===== src/rtl/b64d_pkg.sv =====
package b64d_pkg;

    localparam logic [7:0] CH_PLUS   = 8'h2B;
    localparam logic [7:0] CH_SLASH  = 8'h2F;
    localparam logic [7:0] CH_PAD    = 8'h3D;
    localparam logic [7:0] CH_SPACE  = 8'h20;
    localparam logic [7:0] CH_TAB    = 8'h09;
    localparam logic [7:0] CH_CR     = 8'h0D;
    localparam logic [7:0] CH_LF     = 8'h0A;
    localparam logic [7:0] CH_UPPER_A = 8'h41;
    localparam logic [7:0] CH_UPPER_Z = 8'h5A;
    localparam logic [7:0] CH_LOWER_A = 8'h61;
    localparam logic [7:0] CH_LOWER_Z = 8'h7A;
    localparam logic [7:0] CH_DIGIT_0 = 8'h30;
    localparam logic [7:0] CH_DIGIT_9 = 8'h39;

    localparam logic [5:0] SX_LOWER_BASE = 6'd26;
    localparam logic [5:0] SX_DIGIT_BASE = 6'd52;
    localparam logic [5:0] SX_PLUS       = 6'd62;
    localparam logic [5:0] SX_SLASH      = 6'd63;

    typedef struct packed {
        logic       bad;
        logic [5:0] val;
    } sextet_t;

    // One decoded quartet and/or end-of-string status, as queued for output.
    typedef struct packed {
        logic [7:0] byte0;
        logic [7:0] byte1;
        logic [7:0] byte2;
        logic [1:0] nbytes;
        logic       has_status;
        logic       success;
    } job_t;

    function automatic sextet_t sextet_of(input logic [7:0] ch);
        sextet_t    s;
        logic [7:0] d;
        s.bad = 1'b0;
        s.val = '0;
        d     = '0;
        priority if (ch >= CH_UPPER_A && ch <= CH_UPPER_Z) begin
            d     = ch - CH_UPPER_A;
            s.val = d[5:0];
        end else if (ch >= CH_LOWER_A && ch <= CH_LOWER_Z) begin
            d     = ch - CH_LOWER_A;
            s.val = d[5:0] + SX_LOWER_BASE;
        end else if (ch >= CH_DIGIT_0 && ch <= CH_DIGIT_9) begin
            d     = ch - CH_DIGIT_0;
            s.val = d[5:0] + SX_DIGIT_BASE;
        end else if (ch == CH_PLUS) begin
            s.val = SX_PLUS;
        end else if (ch == CH_SLASH) begin
            s.val = SX_SLASH;
        end else begin
            s.bad = 1'b1;
        end
        return s;
    endfunction

endpackage


===== src/rtl/b64d_front.sv =====
module b64d_front
    import b64d_pkg::*;
(
    input  logic       aclk,
    input  logic       aresetn,
    input  logic       s_tvalid,
    output logic       s_tready,
    input  logic [7:0] s_tdata,   // char_code
    input  logic       s_tlast,   // end_of_text
    input  logic       q_full,
    output logic       q_push,
    output job_t       q_job
);

    logic [5:0] sx_reg   [3];
    logic [5:0] sx_next  [3];
    logic [1:0] pos_reg, pos_next;
    logic [1:0] pad_cnt_reg, pad_cnt_next;
    logic [1:0] mask_reg, mask_next;
    logic       err_reg, err_next;
    logic       any_reg, any_next;

    logic       accept;
    logic       space;
    logic       is_pad;
    sextet_t    sx;
    logic [5:0] v;
    logic       err_final;

    assign s_tready = !q_full;
    assign accept   = s_tvalid && s_tready;
    assign space    = (s_tdata == CH_SPACE) || (s_tdata == CH_TAB) ||
                      (s_tdata == CH_CR) || (s_tdata == CH_LF);
    assign is_pad   = (s_tdata == CH_PAD);
    assign sx       = sextet_of(s_tdata);
    assign v        = (is_pad || sx.bad) ? 6'd0 : sx.val;

    always_comb begin
        sx_next      = sx_reg;
        pos_next     = pos_reg;
        pad_cnt_next = pad_cnt_reg;
        mask_next    = mask_reg;
        err_next     = err_reg;
        any_next     = any_reg;
        err_final    = 1'b0;
        q_job        = '0;

        if (accept) begin
            if (!space) begin
                any_next = 1'b1;
                if (is_pad) begin
                    if (pad_cnt_reg == 2'd2) begin
                        err_next = 1'b1;
                    end else begin
                        pad_cnt_next = pad_cnt_reg + 2'd1;
                    end
                    if (pos_reg == 2'd2) begin
                        mask_next[0] = 1'b1;
                    end
                    if (pos_reg == 2'd3) begin
                        mask_next[1] = 1'b1;
                    end
                end else if (sx.bad || pad_cnt_reg != 2'd0) begin
                    err_next = 1'b1;
                end

                unique case (pos_reg)
                    2'd0: begin
                        sx_next[0] = v;
                        pos_next   = 2'd1;
                    end
                    2'd1: begin
                        sx_next[1] = v;
                        pos_next   = 2'd2;
                    end
                    2'd2: begin
                        sx_next[2] = v;
                        pos_next   = 2'd3;
                    end
                    default: begin
                        q_job.byte0 = {sx_reg[0], sx_reg[1][5:4]};
                        q_job.byte1 = {sx_reg[1][3:0], sx_reg[2][5:2]};
                        q_job.byte2 = {sx_reg[2][1:0], v};
                        if (!err_next) begin
                            priority if (mask_next[0]) begin
                                q_job.nbytes = 2'd1;
                            end else if (mask_next[1]) begin
                                q_job.nbytes = 2'd2;
                            end else begin
                                q_job.nbytes = 2'd3;
                            end
                        end
                        pos_next  = 2'd0;
                        mask_next = 2'd0;
                    end
                endcase
            end

            if (s_tlast) begin
                err_final        = err_next || !any_next || (pos_next != 2'd0);
                q_job.has_status = 1'b1;
                q_job.success    = !err_final;
                pos_next         = 2'd0;
                pad_cnt_next     = 2'd0;
                mask_next        = 2'd0;
                err_next         = 1'b0;
                any_next         = 1'b0;
            end
        end
    end

    assign q_push = accept && ((q_job.nbytes != 2'd0) || q_job.has_status);

    // sextets are always written before read within a quartet
    always_ff @(posedge aclk) begin
        sx_reg <= sx_next;
    end

    always_ff @(posedge aclk) begin
        if (!aresetn) begin
            pos_reg     <= 2'd0;
            pad_cnt_reg <= 2'd0;
            mask_reg    <= 2'd0;
            err_reg     <= 1'b0;
            any_reg     <= 1'b0;
        end else begin
            pos_reg     <= pos_next;
            pad_cnt_reg <= pad_cnt_next;
            mask_reg    <= mask_next;
            err_reg     <= err_next;
            any_reg     <= any_next;
        end
    end

endmodule


===== src/rtl/b64d_fifo.sv =====
module b64d_fifo
    import b64d_pkg::*;
#(
    parameter int DEPTH = 4
) (
    input  logic aclk,
    input  logic aresetn,
    input  logic push,
    input  job_t push_job,
    output logic full,
    output logic head_valid,
    output job_t head_job,
    input  logic pop
);

    localparam int PW = (DEPTH > 1) ? $clog2(DEPTH) : 1;
    localparam int CW = $clog2(DEPTH + 1);
    localparam logic [PW-1:0] LAST_PTR = PW'(DEPTH - 1);
    localparam logic [CW-1:0] FULL_CNT = CW'(DEPTH);

    job_t          mem [DEPTH];
    logic [PW-1:0] wr_ptr_reg, wr_ptr_next;
    logic [PW-1:0] rd_ptr_reg, rd_ptr_next;
    logic [CW-1:0] cnt_reg, cnt_next;

    assign full       = (cnt_reg == FULL_CNT);
    assign head_valid = (cnt_reg != '0);
    assign head_job   = mem[rd_ptr_reg];

    always_comb begin
        wr_ptr_next = wr_ptr_reg;
        rd_ptr_next = rd_ptr_reg;
        cnt_next    = cnt_reg;
        if (push) begin
            wr_ptr_next = (wr_ptr_reg == LAST_PTR) ? '0 : wr_ptr_reg + PW'(1);
        end
        if (pop) begin
            rd_ptr_next = (rd_ptr_reg == LAST_PTR) ? '0 : rd_ptr_reg + PW'(1);
        end
        if (push && !pop) begin
            cnt_next = cnt_reg + CW'(1);
        end else if (pop && !push) begin
            cnt_next = cnt_reg - CW'(1);
        end
    end

    always_ff @(posedge aclk) begin
        if (push) begin
            mem[wr_ptr_reg] <= push_job;
        end
    end

    always_ff @(posedge aclk) begin
        if (!aresetn) begin
            wr_ptr_reg <= '0;
            rd_ptr_reg <= '0;
            cnt_reg    <= '0;
        end else begin
            wr_ptr_reg <= wr_ptr_next;
            rd_ptr_reg <= rd_ptr_next;
            cnt_reg    <= cnt_next;
        end
    end

endmodule


===== src/rtl/b64d_back.sv =====
module b64d_back
    import b64d_pkg::*;
(
    input  logic       aclk,
    input  logic       aresetn,
    input  logic       q_valid,
    input  job_t       q_job,
    output logic       q_pop,
    output logic       m_tvalid,
    input  logic       m_tready,
    output logic [7:0] m_tdata,   // data_byte
    output logic [1:0] m_tuser,   // is_status, success
    output logic       m_tlast    // final_result
);

    logic [1:0] sel_reg, sel_next;
    logic       m_tvalid_reg, m_tvalid_next;
    logic [7:0] m_tdata_reg, m_tdata_next;
    logic [1:0] m_tuser_reg, m_tuser_next;
    logic       m_tlast_reg, m_tlast_next;

    logic [2:0] total;
    logic       sel_last;
    logic       load;

    // words per job: data bytes first, then the status word if any
    assign total    = {1'b0, q_job.nbytes} + {2'b00, q_job.has_status};
    assign sel_last = ({1'b0, sel_reg} + 3'd1) == total;
    assign load     = q_valid && (!m_tvalid_reg || m_tready);
    assign q_pop    = load && sel_last;

    always_comb begin
        if (sel_reg < q_job.nbytes) begin
            unique case (sel_reg)
                2'd0:    m_tdata_next = q_job.byte0;
                2'd1:    m_tdata_next = q_job.byte1;
                default: m_tdata_next = q_job.byte2;
            endcase
            m_tuser_next = 2'b00;
            m_tlast_next = 1'b0;
        end else begin
            m_tdata_next = 8'd0;
            m_tuser_next = {q_job.success, 1'b1};
            m_tlast_next = 1'b1;
        end
    end

    always_comb begin
        sel_next      = sel_reg;
        m_tvalid_next = m_tvalid_reg;
        if (load) begin
            sel_next      = sel_last ? 2'd0 : sel_reg + 2'd1;
            m_tvalid_next = 1'b1;
        end else if (m_tready) begin
            m_tvalid_next = 1'b0;
        end
    end

    always_ff @(posedge aclk) begin
        if (load) begin
            m_tdata_reg <= m_tdata_next;
            m_tuser_reg <= m_tuser_next;
            m_tlast_reg <= m_tlast_next;
        end
    end

    always_ff @(posedge aclk) begin
        if (!aresetn) begin
            sel_reg      <= 2'd0;
            m_tvalid_reg <= 1'b0;
        end else begin
            sel_reg      <= sel_next;
            m_tvalid_reg <= m_tvalid_next;
        end
    end

    assign m_tvalid = m_tvalid_reg;
    assign m_tdata  = m_tdata_reg;
    assign m_tuser  = m_tuser_reg;
    assign m_tlast  = m_tlast_reg;

endmodule


===== src/rtl/base64_stream_decoder_top.sv =====
// A result word passes through the job queue and then the output register before m_tvalid rises.
// Throughput: one character accepted per cycle while the job queue has room; the output
// side sends one word per cycle while m_tready is high, a job's data bytes and then its status.
// Queue depth (QUEUE_DEPTH jobs) sets how long the input can run ahead of a stalled output.
// Reset: synchronous, active-low aresetn clears decoder state, queue and output valid.
module base64_stream_decoder_top
    import b64d_pkg::*;
#(
    parameter int QUEUE_DEPTH = 4
) (
    input  logic       aclk,
    input  logic       aresetn,
    input  logic       s_tvalid,
    output logic       s_tready,
    input  logic [7:0] s_tdata,   // [7:0] char_code
    input  logic       s_tlast,   // end_of_text
    output logic       m_tvalid,
    input  logic       m_tready,
    output logic [7:0] m_tdata,   // [7:0] data_byte
    output logic [1:0] m_tuser,   // [0] is_status, [1] success
    output logic       m_tlast    // final_result
);

    logic q_full;
    logic q_push;
    job_t q_job_in;
    logic q_valid;
    job_t q_job_out;
    logic q_pop;

    b64d_front u_front (
        .aclk     (aclk),
        .aresetn  (aresetn),
        .s_tvalid (s_tvalid),
        .s_tready (s_tready),
        .s_tdata  (s_tdata),
        .s_tlast  (s_tlast),
        .q_full   (q_full),
        .q_push   (q_push),
        .q_job    (q_job_in)
    );

    b64d_fifo #(
        .DEPTH (QUEUE_DEPTH)
    ) u_fifo (
        .aclk       (aclk),
        .aresetn    (aresetn),
        .push       (q_push),
        .push_job   (q_job_in),
        .full       (q_full),
        .head_valid (q_valid),
        .head_job   (q_job_out),
        .pop        (q_pop)
    );

    b64d_back u_back (
        .aclk     (aclk),
        .aresetn  (aresetn),
        .q_valid  (q_valid),
        .q_job    (q_job_out),
        .q_pop    (q_pop),
        .m_tvalid (m_tvalid),
        .m_tready (m_tready),
        .m_tdata  (m_tdata),
        .m_tuser  (m_tuser),
        .m_tlast  (m_tlast)
    );

endmodule


===== config.mk =====
export PLATFORM = sky130hd
export DESIGN_NAME = base64_stream_decoder_top
export DESIGN_NICKNAME = d
export VERILOG_FILES = /design/src/rtl/b64d_pkg.sv /design/src/rtl/b64d_front.sv /design/src/rtl/b64d_fifo.sv /design/src/rtl/b64d_back.sv /design/src/rtl/base64_stream_decoder_top.sv
export SDC_FILE = /design/constraint.sdc
export NUM_CORES = 1
export LEC_CHECK = 0
export BUFFER_PORTS_ARGS = -buffer_cell sky130_fd_sc_hd__buf_4
export CAP_MARGIN = 20
export CORE_UTILIZATION = 40
export DETAILED_ROUTE_END_ITERATION = 8
export PLACE_DENSITY = 0.69
export SLEW_MARGIN = 20
export SYNTH_ARGS = -nofsm -noshare
export SYNTH_HDL_FRONTEND = slang
export SYNTH_HIERARCHICAL = 1
export SYNTH_SLANG_ARGS = --single-unit

===== constraint.sdc =====
create_clock -name aclk -period 3.3 [get_ports aclk]
set_input_delay 0.495 -clock aclk [delete_from_list [all_inputs] [get_ports aclk]]
set_output_delay 0.495 -clock aclk [all_outputs]
set_load 0.02 [all_outputs]

# Word level (Yosys, flattened, before mapping)
# Memories as Yosys holds them, arrays and structs flattened. A register that Yosys moved wholly into a read port is not among the register bits.
# Index checks and enable logic that the tools add are counted.
# W data, S select, Z words.
[word_totals]
reg_bits = 47
mem_bits_rw = 112
in_bits = 13
out_inout_bits = 13
word_cells = 155
mem_count = 1
[mem_list]
columns = ["memory", "words", "width", "rd", "rd_clocked_by_memory_dff", "wr", "line", "rtl"]
rows = [
  ["u_fifo.mem", 4, 28, 1, 1, 1, "b64d_fifo.sv:21", "job_t mem [DEPTH];"],
]
[classes]
addsub = 13
n_lt_le_gt_ge = 7
eq_ne = 18
mux = 59
bitwise_logic = 1
n_reduce_logical = 39
[ops]
columns = ["op", "count"]
rows = [
  ["$mux W26", 2],
  ["$mux W2", 21],
  ["$mux W6", 6],
  ["$eq A8 B6 Y1 const B", 4],
  ["$mux W28", 1],
  ["$mux W1", 25],
  ["$eq A8 B4 Y1 const B", 3],
  ["$ge A8 B7 Y1 const B", 2],
  ["$le A8 B7 Y1 const B", 2],
  ["$pmux W8 S2", 1],
  ["$reduce_bool A2 Y1", 6],
  ["$sub A6 B6 Y6 const B", 2],
  ["$eq A2 B2 Y1 const B", 5],
  ["$logic_and A1 B1 Y1", 9],
  ["$logic_or A1 B1 Y1", 9],
  ["$reduce_and A3 Y1", 3],
  ["$add A2 B1 Y2 const B", 4],
  ["$ge A8 B6 Y1 const B", 1],
  ["$le A8 B6 Y1 const B", 1],
  ["$add A6 B5 Y6 const B", 1],
  ["$add A6 B6 Y6 const B", 1],
  ["$logic_not A1 Y1", 6],
  ["$mux W3", 2],
  ["$pmux W2 S3", 1],
  ["other kinds (16)", 19],
]

# Longest topological paths before layout
# Gate-level depths: netlist of the first run.
[depth]
word_depth = 25
mapped_depth = 15
ltp_nobuf = 13

# Hierarchy
# The synthesis of the first run kept the hierarchy.
[modules_own_cells]
columns = ["mod", "n_inst", "cells_each", "area_each_um2", "seq_area_each_um2"]
rows = [
  ["b64d_fifo", 1, 190, 4549.4, 3543.4],
  ["b64d_front", 1, 212, 2016.9, 700.7],
  ["b64d_back", 1, 70, 738.2, 360.3],
]

# Least setup slack after synthesis of the first run
# OpenSTA, ideal clock, no wires.
[synth_path]
path_type = "input to register"
startpoint = "in s_tdata[0]"
endpoint = "reg u_fifo.cnt_reg[2]"
setup_time_ns = 0.076
arrival_time_ns = 3.331
t_required_ns = 3.224
path_slack_ns = -0.107
path_stages = 13
cell_sequence = "inv_1 ha_1 nor2b_1 o21ai_1 and3_2 o311ai_2 a21oi_1 ha_1 inv_1 fa_1 xor2_1 or3_1 a21boi_0"
[synth_via]
elab_chain_len = 21
elab_cells_between_ends = 46
classes_between = "order compare: 6; eq/ne: 7; mux: 19; reduce/logical: 14"
[synth_lines]
columns = ["element", "line", "rtl"]
rows = [
  ["start, declared", "base64_stream_decoder_top.sv:15", "input logic [7:0] s_tdata,"],
  ["parallel branches: the longest is 13 deep, another holds $ge A8 B6 Y1", "-", ""],
  ["$mux W26 (*)", "b64d_front.sv:49", "if (!space) begin"],
  ["$mux W28 (*)", "b64d_front.sv:48", "if (accept) begin"],
  ["$reduce_bool A2 Y1 (*)", "b64d_front.sv:112", "assign q_push = accept && ((q_job.nbytes != 2'd0) || q_job.has_status);"],
  ["$logic_or A1 B1 Y1 (*)", "b64d_front.sv:112", ""],
  ["$logic_and A1 B1 Y1 (*)", "b64d_front.sv:112", ""],
  ["via q_push", "base64_stream_decoder_top.sv:25", "logic q_push;"],
  ["$logic_not A1 Y1", "b64d_fifo.sv:42", "end else if (pop && !push) begin"],
  ["$logic_and A1 B1 Y1", "b64d_fifo.sv:42", ""],
  ["$reduce_bool A2 Y1 (no line)", "-", ""],
  ["end signal, assigned", "b64d_fifo.sv:61", "cnt_reg <= cnt_next;"],
  ["end, declared", "b64d_fifo.sv:24", "logic [CW-1:0] cnt_reg, cnt_next;"],
]
# Mark *: on every way through the listed nets, which the timed path passes. The select of a mux whose other input is x is not followed.
# A chain may end at the register's enable or synchronous reset.

==> impl_metrics.yaml, run 1 <==
detailed_routing:
  routed_wl_um: 13970
  vias: 4213
  drtIter0Drc: 342
  drt-met1-wl_um: 6033
  dr.pass1.iters: 5
  vias_per_cell: 5.514
  drc: 0
  wl_per_cell_um: 18.29
  antenna_left: 0
  top_layer: "met4"
  wl_met3_um: 614
  dr_wl_met2_um: 7075
floorplanning:
  ios: 26
  dieWidth_um: 137.1
  start_util_pct: 40.80
  rows: 49
  die-height_um: 137.1
  coreArea_um2: 17900
  die-area_um2: 18810
cells_and_area:
  fill_cells: 1520
  area_growth_pct: 15.62
  nNetsFinal: 563
  largest_register_ffs: 112
  final_cell_mix: "edfxtp_1, buf_4, and2_1, nand2_1, ha_1"
  drive_above_1_share_pct: 24.49
  diodes: 0
  multi_input_area_um2: 2481
  fin_util_pct: 47.18
  regArea_um2: 4608
  layout_commonest_cell: "edfxtp_1"
  fin_area_um2: 8446
synth:
  ys_types: 70
  muxShareOfSynthArea_pct: 9.592
  netlist_area_um2: 7305
  async_reset_ff_share_pct: 0
  synth_compound_area_share_pct: 7.999
  synth-xor-area-share_pct: 0.5995
  syn_nets: 513
  synth_edf_count: 140
  ys_warn_count: 6
  synth_top_family_by_area: "simple AND/OR/NAND/NOR gates"
  ys_seq_elements: 160
  synth.avg_cell_area_um2: 15.48
  synth_adder_area_share_pct: 4.899
  ys_dominant_reg_cell: "edfxtp_1"
  synth-simple-area-share_pct: 10.64
  synthCells: 472
  ys_seq_area_share_pct: 63.04
setup_path:
  rrSetupSlack_ps: 130
  crit_path_max_incr_delay_ps: 510
  crit_path_end_kind: "flop"
  cp_data_arrival_time_ps: 3520
  cpMaxStageDelayCell: "mux4_2"
  required_ps: 3650
  cpMostUsedCell: "ha_2"
  path_cells: "mux4_2 -> ha_2 -> ha_1 -> xnor2_1 -> and3_1 -> and2_4 -> inv_2 -> ha_2 -> inv_1 -> fa_2 -> xor2_1 -> or3_1 -> a21boi_2"
  path_max_fanout: 4
  critical_path_class: "flop to flop"
  critPathLaunchType: "flop"
global_routing:
  antenna_found_initial: 0
  grt_max_degree: 29
  grt_pass1_vias: 4235
  grt_usage_pct: 16.17
  grt_pass1_wl_um: 22200
  grt_overflow: 0
clock_tree:
  clkSinkCount: 160
  clk_latency_ps: 420
  cts_buffers: 17
  htreeDepth: 4
  clock-root-buffer: "clkbuf_16"
  cts.clk_slew.worst_paths_ps: 60
  clockBufferDepth: 2
  ctsHoldBuffers: 0
  cts_tree: "yes"
sta:
  rsz0062_at_grt: "no"
  relSlewSlack_pct: 64.17
  timing.fmax_ghz: 0.3159
  setup_slack_ps: 134.5
  maxSlewViolCount: 0
  period_share_pct: 95.92
  skew_ps: 7.945
  hold_violations: 0
  hold_slack_ps: 408.2
  finalSetupViolations: 0
  fin_crit_ps: 3166
  tightest_slew_ps: 537.4
place:
  place.gp.congestion: 0.8935
  place_area_um2: 7797
  port_buffers: 25
  dp_slack_ps: -22.37
  place_hpwl_um: 9253
worst_hold_path:
  worstHoldPathType: "input pin to flop"
power_and_ir_drop:
  ir_drop_uv: 371.8
  p_leak_nw: 3.007
  finalPower_mw: 5.810
  powerDensity_nw_per_um2: 687.9
flow_run:
  maxCapViolCount: 0
outcome:
  status: "finished clean"
[synth_stat cells, types with 5 or more instances]
library cell,instances,share of area [%]
dfxtp_1,20,5.5
nand4_1,5,0.43
mux4_2,20,6.2
and2_1,29,2.5
mux4_1,8,2.9
a31oi_1,7,0.60
nor2_1,10,0.51
a21oi_1,19,1.3
nand2_1,27,1.4
edfxtp_1,140,58
ha_1,27,4.6
o21a_1,6,0.62
nand3_1,8,0.55
nor2b_1,12,1.0
a22oi_1,8,0.82
inv_1,24,1.2
buf_2,5,0.34
[routing by layer]
layer,up-vias,GRT usage (%)
li1,1940,-
met5,-,0
met4,0,6.960
met1,2112,20.50
met3,22,2.963
met2,139,27.08
[path summary, 6_finish.rpt]
path / endpoint / cells past startpoint / startpoint
worst max register to register: u_fifo/cnt_reg[2] / 13 / flop
worst min register to register: u_front/any_reg / 1 / u_front/any_reg
worst min-delay path: u_front/mask_reg[0] / 3 / s_tlast
worst max-delay path: u_fifo/cnt_reg[2] / 13 / flop
[kinds of logic (layout without fill, tap and decap cells)]
group                    Yosys count  in the layout
flip-flops                       160            160
AND/OR/NAND/NOR                  130            130
XOR/XNOR                           5              5
multiplexers                      32             32
AO/OA/AOI/OAI                     77             77
adder cells (fa/ha/maj)           28             28
buffers and inverters             40            103
[worst max-delay path, delay by kind of cell, from the launching register on]
kind	cells	cell delay (ps)
compound gates	1	150
xor+xnor	2	280
fa+ha+maj	4	970
buf+inv	2	110
flops	1	380
mux	1	510
simple gates	3	700
[power by group]
part           switching (mW)  internal (mW)
clock                   0.819           1.22
combinational           0.717          0.542
sequential             0.0841           2.43
total                    1.62           4.19
[final cells by class]
cell class	count	share of cell area, %
clock inverters	15	2.385
clock buffers	17	5.037
flip-flops and latches	160	54.56
well taps	229	3.393
inverters	24	1.067
multi-input cells	272	29.38
repair buffers	47	4.178
[timing repair]
item,4_1_cts,5_1_grt
setup buffers,0,2
endpoints found under the setup margin,0,1
resized for setup,0,3
[stage by stage]
stage / std cells / setup TNS [ps]
finish: 764 / 0
global route: 764 / 0
CTS: 762 / 0
detailed placement: 730 / -22.37
global placement: 730 / 0
floorplan: 472 / 0
Power figures use the tool's default switching activity.
==> run 2, diff against run 1 <==
--- a/config.mk
+++ b/config.mk
@@ -8,4 +8,5 @@
 export BUFFER_PORTS_ARGS = -buffer_cell sky130_fd_sc_hd__buf_4
 export CAP_MARGIN = 20
+export CORE_ASPECT_RATIO = 0.5
 export CORE_UTILIZATION = 40
 export DETAILED_ROUTE_END_ITERATION = 8
==> constraint.sdc (replaced) <==
create_clock -name aclk -period 3.3 [get_ports aclk]
set_input_delay 0.495 -clock aclk [delete_from_list [all_inputs] [get_ports aclk]]
set_output_delay 0.495 -clock aclk [all_outputs]
set_load 0.005 [all_outputs]
==> impl_metrics.yaml, run 2 (synthesized netlist as in run 1, its figures left out) <==
floorplanning:
  start_util_pct: 41.47
  ios: 26
  dieWidth_um: 193.1
  die-height_um: 97.56
  die-area_um2: 18840
  coreArea_um2: 17610
  rows: 34
clock_tree:
  clockBufferDepth: 2
  cts_buffers: 17
  htreeDepth: 4
  clk_latency_ps: 420
  cts.clk_slew.worst_paths_ps: 60
  clkSinkCount: 160
  clock-root-buffer: "clkbuf_16"
  cts_tree: "yes"
  ctsHoldBuffers: 0
cells_and_area:
  fill_cells: 1505
  nNetsFinal: 563
  diodes: 0
  largest_register_ffs: 112
  drive_above_1_share_pct: 24.34
  final_cell_mix: "edfxtp_1, buf_4, and2_1, nand2_1, ha_1"
  area_growth_pct: 14.87
  layout_commonest_cell: "edfxtp_1"
setup_path:
  cpMostUsedCell: "ha_2"
  crit_path_max_incr_delay_ps: 520
  critical_path_class: "flop to flop"
  rrSetupSlack_ps: 210
  critPathLaunchType: "flop"
  rr_endpoint: "u_fifo/cnt_reg[2]"
  crit_path_end_kind: "flop"
  cpMaxStageDelayCell: "mux4_2"
  required_ps: 3650
  cp_data_arrival_time_ps: 3440
  reg2reg_depth: 13
  path_max_fanout: 3
  crit_end: "u_fifo/cnt_reg[2]"
  path_cells: "mux4_2 -> ha_2 -> ha_4 -> xnor2_1 -> and3_1 -> and2_4 -> inv_2 -> ha_2 -> inv_1 -> fa_2 -> xor2_1 -> or3_1 -> a21boi_1"
sta:
  fin_setup_tns_ps: 0
  hold_violations: 0
  fin_crit_ps: 3092
  tightest_slew_ps: 563.9
  timing.fmax_ghz: 0.3234
  rsz0062_at_grt: "no"
  skew_ps: 12.82
  period_share_pct: 93.71
  finalSetupViolations: 0
  maxSlewViolCount: 0
  relSlewSlack_pct: 62.15
  hold_slack_ps: 423.2
outcome:
  violations: "DRC"
  status: "finished with violations"
detailed_routing:
  vias_per_cell: 5.318
  dr.pass1.iters: 6
  vias: 4084
  routed_wl_um: 14220
  drtIter0Drc: 293
  drc: 2
  wl_per_cell_um: 18.52
  antenna_left: 0
place:
  place.gp.congestion: 0.8794
  place_hpwl_um: 9277
  port_buffers: 25
global_routing:
  grt_max_degree: 29
  grt_pass1_vias: 4151
  antenna_found_initial: 0
  grt_pass1_wl_um: 22450
  grt_overflow: 0
  grt_usage_pct: 16.06
power_and_ir_drop:
  p_leak_nw: 2.977
  ir_drop_uv: 331.8
  powerDensity_nw_per_um2: 660.1
worst_hold_path:
  worstHoldPathType: "input pin to flop"
  hold_start: "aresetn"
flow_run:
  maxCapViolCount: 0
run 2: changes by cell type in the layout (fill, tap and decap cells not counted), sizes merged:
cell / before / now
bufinv: 3 / 1
clkinv: 5 / 7
inv: 30 / 29
run 2: layer usage:
metal	track usage, %	share of wire (%)	vias to the layer above
met5	0	0	-
met4	5.168	1.1	0
met3	4.009	6.3	14
met2	25.71	48	115
met1	21.37	45	2025
li1	-	-	1930
run 2: worst max-delay path, delay by kind of cell (launching register included):
| family | cells | cell delay, ps |
|---|---|---|
| adders and majority gates | 4 | 940 |
| and+or+nand+nor | 3 | 670 |
| muxes | 1 | 520 |
| DFF | 1 | 370 |
| xor gates and xnor gates | 2 | 260 |
| buffers and inverters | 2 | 140 |
| AOI/OAI and AO/OA | 1 | 130 |
run 2: how the worst min path moves through the flow:
stage,endpoint,slack (ps),cells after the start
after floorplan,u_front/any_reg,440,1
after global placement,u_front/any_reg,450,1
after detailed placement,u_front/any_reg,460,1
after CTS,u_front/mask_reg[0],410,2
after global routing,u_front/pad_cnt_reg[0],410,2
final,u_front/mask_reg[0],420,2
run 2: final cells by class:
class / instances / area, um2 / share of cell area, %
tap: 234 / 292.8 / 3.489
clock inverter: 14 / 131.4 / 1.566
inverter: 24 / 90.09 / 1.074
timing repair buffer: 47 / 352.8 / 4.205
sequential: 160 / 4608 / 54.92
multi-input combinational: 272 / 2490 / 29.67
clock buffer: 17 / 425.4 / 5.070
run 2: timing repair:
item                                    in CTS  in global routing
setup buffers                                0                  2
endpoints found under the setup margin       0                  1
resized for setup                            0                  3
run 2: stage by stage:
step                worst slack, ps  total power [mW]  util [%]  cells  instance area [um2]
finish                        207.7             5.538     47.64    768                 8391
global route                  64.59             5.795     47.64    768                 8391
floorplan                     27.39             3.339         -    472                 7318
detailed placement            22.16             3.731     44.31    735                 7804
CTS                           12.53             5.570     47.47    766                 8361
global placement              120.5             3.701     44.31    735                 7804
run 2: power breakdown:
part / switching (mW) / internal, mW / total [mW]
logic: 0.648 / 0.536 / 1.18
registers: 0.0794 / 2.43 / 2.51
clock network: 0.798 / 1.05 / 1.84
